<file path="src/hw/rtl/assert_macros.svh">
// assertion macros used by the top-level rtl file
`ifndef ASSERT_MACROS_SVH
`define ASSERT_MACROS_SVH

// property must hold on every rising clock edge outside reset
`define ASSERT_CLK(label, clk, rst_n, prop) \
    label: assert property (@(posedge clk) disable iff (!rst_n) prop) \
        else $error("assertion failed");

// condition must never be true outside reset
`define ASSERT_NEVER(label, clk, rst_n, expr) \
    label: assert property (@(posedge clk) disable iff (!rst_n) !(expr)) \
        else $error("forbidden condition seen");

`endif

</file>
<file path="src/hw/rtl/dstl_pkg.sv">
// package: shared types and constants of the deadline sorted task lists
package dstl_pkg;

    localparam int MAX_TASKS_DEF = 16;
    localparam int TIME_BITS_DEF = 32;

    localparam logic [1:0] OP_INSERT = 2'd0;
    localparam logic [1:0] OP_MOVE   = 2'd1;
    localparam logic [1:0] OP_REMOVE = 2'd2;
    localparam logic [1:0] OP_TICK   = 2'd3;

    localparam logic [1:0] LIST_READY = 2'd0;
    localparam logic [1:0] LIST_WAIT  = 2'd1;
    localparam logic [1:0] LIST_TIMER = 2'd2;

    localparam logic [1:0] ST_OK      = 2'd0;
    localparam logic [1:0] ST_EMPTY   = 2'd1;
    localparam logic [1:0] ST_NOTFND  = 2'd2;
    localparam logic [1:0] ST_DUP     = 2'd3;

    typedef enum logic [2:0] {
        S_IDLE,
        S_INS,
        S_TAKE,
        S_PUT,
        S_DRAIN,
        S_OUT
    } state_t;

    // command broadcast to every cell of the chain
    typedef struct packed {
        logic       ins;     // insert new entry at computed place
        logic       del;     // delete entry at matching place
        logic [1:0] list;    // list given to the inserted entry
    } cell_cmd_t;

    // request beat
    typedef struct packed {
        logic [1:0]  opcode;
        logic [3:0]  task_id;
        logic [1:0]  dest_list;
        logic [1:0]  source_list;
        logic        key_select;
        logic [31:0] deadline;
        logic [31:0] wake_time;
        logic [31:0] tick_now;
    } req_beat_t;

    // response beat
    typedef struct packed {
        logic [3:0] running_task;
        logic       running_valid;
        logic [1:0] status;
        logic [4:0] moved_count;
    } rsp_beat_t;

    function automatic logic [1:0] pick_list(input logic [1:0] v);
        return (v == 2'd3) ? LIST_TIMER : v;
    endfunction

endpackage

</file>
<file path="src/hw/rtl/dstl_cell.sv">
// one cell of the list chain: holds one entry and shifts with its neighbors
module dstl_cell
    import dstl_pkg::*;
#(
    parameter int ID_BITS = 4
) (
    input  logic               clk,
    input  logic               rst_n,
    input  logic               shift_up,   // take value of the lower neighbor
    input  logic               shift_down, // take value of the upper neighbor
    input  logic               load,       // take new value
    input  logic [ID_BITS-1:0] new_id,
    input  logic [1:0]         new_list,
    input  logic               new_used,
    input  logic [ID_BITS-1:0] lo_id,
    input  logic [1:0]         lo_list,
    input  logic               lo_used,
    input  logic [ID_BITS-1:0] hi_id,
    input  logic [1:0]         hi_list,
    input  logic               hi_used,
    output logic [ID_BITS-1:0] id,
    output logic [1:0]         list,
    output logic               used
);
    logic [ID_BITS-1:0] id_reg;
    logic [1:0]         list_reg;
    logic               used_reg;

    always_ff @(posedge clk or negedge rst_n)
    begin
        if (!rst_n)
        begin
            used_reg <= 1'b0;
        end
        else if (load)
        begin
            used_reg <= new_used;
        end
        else if (shift_up)
        begin
            used_reg <= lo_used;
        end
        else if (shift_down)
        begin
            used_reg <= hi_used;
        end
    end

    always_ff @(posedge clk)
    begin
        if (load)
        begin
            id_reg   <= new_id;
            list_reg <= new_list;
        end
        else if (shift_up)
        begin
            id_reg   <= lo_id;
            list_reg <= lo_list;
        end
        else if (shift_down)
        begin
            id_reg   <= hi_id;
            list_reg <= hi_list;
        end
    end

    assign id   = id_reg;
    assign list = list_reg;
    assign used = used_reg;
endmodule

</file>
<file path="config.mk">
export PLATFORM = sky130hd
export DESIGN_NAME = dstl_cell
export DESIGN_NICKNAME = d
export VERILOG_FILES = /design/src/hw/rtl/assert_macros.svh /design/src/hw/rtl/dstl_pkg.sv /design/src/hw/rtl/dstl_cell.sv
export SDC_FILE = /design/constraint.sdc
export NUM_CORES = 1
export LEC_CHECK = 0
export ABC_AREA = 0
export BUFFER_PORTS_ARGS = -buffer_cell sky130_fd_sc_hd__buf_2
export CAP_MARGIN = 20
export CORE_AREA = 2 2 39 41
export DETAILED_ROUTE_END_ITERATION = 8
export DIE_AREA = 0 0 41 43
export PLACE_DENSITY = 0.71
export SLEW_MARGIN = 10
export SYNTH_ARGS = -nofsm -noshare
export SYNTH_HDL_FRONTEND = slang
export SYNTH_SLANG_ARGS = --single-unit
</file>
<file path="constraint.sdc">
create_clock -name clk -period 0.8 [get_ports clk]
set_input_delay 0.04 -clock clk [delete_from_list [all_inputs] [get_ports clk]]
set_output_delay 0.04 -clock clk [all_outputs]
set_load 0.03 [all_outputs]
</file>
==> flow_summary.yaml <==
synth:
  synth_seq_cells: 7
  netlist_area_um2: 382
  synthCells: 33
  synth_area_per_cell_um2: 11.6
  syn-num-nets: 59
  yosys_warnings: 0
  synthDistinctLibCells: 12
  yosysSeqAreaShare: 0.538
layout:
  nNetsFinal: 97
  n_fill_cell: 130
  drive_above_1_share: 0.571
  multi_input_area_um2: 158
  diodes: 0
  final_core_util: 0.467
  instances_no_fill: 86
  largest_reg_flops: 4
  regArea_um2: 206
  mostFrequentLayoutCell: "buf_2"
  syn_to_final_growth_pct: 69.2
  final_cell_mix: "buf_2 (25), nand2_1 (7), buf_6 (7)"
power_and_ir_drop:
  power_frac_comb: 0.284
  p_leak_nw: 0.320
  switchingPower_w: 0.000316
  vdd_ir_drop_max_uv: 336
  p_seq_frac: 0.416
  power.internal_w: 0.000795
  power_density_nw_per_um2: 1720
  report.power.total_w: 0.00111
  switching_share: 0.285
  clkPwrFrac: 0.300
timing:
  skew_ns: 0
  fmax_mhz: 1200
  setup_violations: 7
  hold_viol: 0
  max_slew_margin: 0.857
  min_period_ns: 0.837
  rsz0062_at_grt: "true"
  tightest_slew_ns: 0.215
  postLayoutSetupSlackWorst_ns: -0.0366
  setup_tns_ns: -0.164
  timing.final.crit_share: 1.05
  drv_slew: 0
drt:
  wl_per_cell_um: 10.1
  drc_errors: 0
  drt_iter0_drc: 4
  num_vias: 374
  wl_um: 871
  postRouteAntennaNets: 0
  first_pass_iters: 2
  drt-vias-per-instance: 4.35
critical_path:
  path_delay_family: "flip-flops"
  cp.required_ns: 0.76
  worstSetupEndpointType: "output port"
  crit_arrival_ns: 0.80
  worstPathCellList: "buf_6"
  critical_path.max_stage_delay_ns: 0.40
  worstPathMaxFanout: 2
  worst_setup_path_start_kind: "flip-flop"
  critPathBufInv: 1
  slowest_stage: "dfrtp_2"
  critPathKind: "reg2out"
die:
  ios: 33
  core_area_um2: 1380
  dieWidth_um: 41
  std_cell_rows: 14
  dieArea_um2: 1760
  dieHeight_um: 43
  initial_core_util: 0.276
clock_network:
  cts_max_path_buffers: 2
  clock_latency_ns: 0.26
  clk_pin_slew_ns: 0.05
  cts_buffers: 3
  cts_root_buffer: "clkbuf_4"
  cts_tree: "done"
  cts.sinks: 7
  postCtsSetupRepairBufs: 0
  htree_levels: 1
placed_design:
  port_buffers: 32
  hpwl_um: 703
  gp_congestion: 0.618
  numPlacedInstances: 80
global_routing:
  grt_max_degree: 15
  antenna_found_initial: 0
  grt_first_pass_wirelength_um: 1290
  grt_pass1_vias: 372
  grt_use_total: 0.114
  overflow: 0
job:
  drv_cap: 0
worst_hold_path:
  hold_path_class: "in2reg"
run_status:
  violations: "negative setup slack"
  status: "finished with violations"
per-layer routing:
layer	track usage	up-vias	part of all wire
met2	0.203	17	0.54
met1	0.0888	160	0.34
met5	0	-	0
met4	0.120	0	0.033
met3	0.0157	3	0.085
li1	-	194	-
metrics by stage:
stage / area, um2 / hold WS, ns / setup WS (ns)
2_1_floorplan: 383 / -0.256 / 0.00776
3_3_place_gp: 556 / -0.183 / -0.0746
3_5_place_dp: 556 / -0.182 / -0.0851
4_1_cts: 646 / 0.0565 / -0.0396
5_1_grt: 646 / 0.0804 / -0.0567
6_report: 646 / 0.0509 / -0.0366
worst paths after layout:
check,endpoint,depth (start not counted),startpoint,slack (ns)
max,used,1,used,-0.04
min,id[1],3,new_id[1],0.05
max reg2reg,used,2,used,0.12
min reg2reg,used,2,used,0.60
max in group asynchronous,used,2,rst_n,0.61
min in group asynchronous,used,2,rst_n,0.09
cells in the mapped netlist:
library cell | n | area (um2)
o221ai_2 | 1 | 15.0
dfrtp_1 | 1 | 25.0
edfxtp_1 | 6 | 180
mux2i_1 | 6 | 60.1
clkbuf_1 | 1 | 3.75
nand2_1 | 7 | 26.3
a21oi_1 | 1 | 5.00
and3b_2 | 1 | 10.0
inv_1 | 1 | 3.75
o21ai_0 | 6 | 30.0
buf_6 | 1 | 11.3
or3_4 | 1 | 11.3
worst register-to-register path: cells and delay by family, from the launching register on:
kind                   cells  cell delay, ns
flip-flops                 1            0.40
AO/OA/AOI/OAI              1            0.09
buffers and inverters      1            0.07
cells by family (layout without fill, tap and decap cells):
kind of cell,Yosys count,in the layout,share of synthesized area
AOI/OAI and AO/OA,8,8,0.131
buffers and inverters,3,40,0.0492
DFF,7,7,0.538
muxes,6,6,0.157
and+or+nand+nor,9,9,0.125
power by group through the flow:
| stage | clock, W | combinational [W] | sequential [W] |
|---|---|---|---|
| after CTS | 0.000332 | 0.000318 | 0.000463 |
| after global placement | 0 | 0.000262 | 0.000458 |
| after detailed placement | 0 | 0.000263 | 0.000459 |
| final | 0.000333 | 0.000316 | 0.000463 |
| after floorplan | 0 | 0.0000702 | 0.000549 |
| after global routing | 0.000340 | 0.000343 | 0.000468 |
area by class of cell:
cell class              instances  area share
clock buffers                   4      0.0407
inverters                       1     0.00581
multi-input cells              23       0.244
repair buffers                 35       0.359
well taps                      16      0.0310
flip-flops and latches          7       0.320
repair_timing:
item,in CTS,in global routing
gates resized for setup,14,0
endpoints found under the hold margin,2,0
pin swaps,0,0
setup endpoints to repair,7,7
cloned,0,0
hold buffers,2,0
Power figures use the tool's default switching activity.
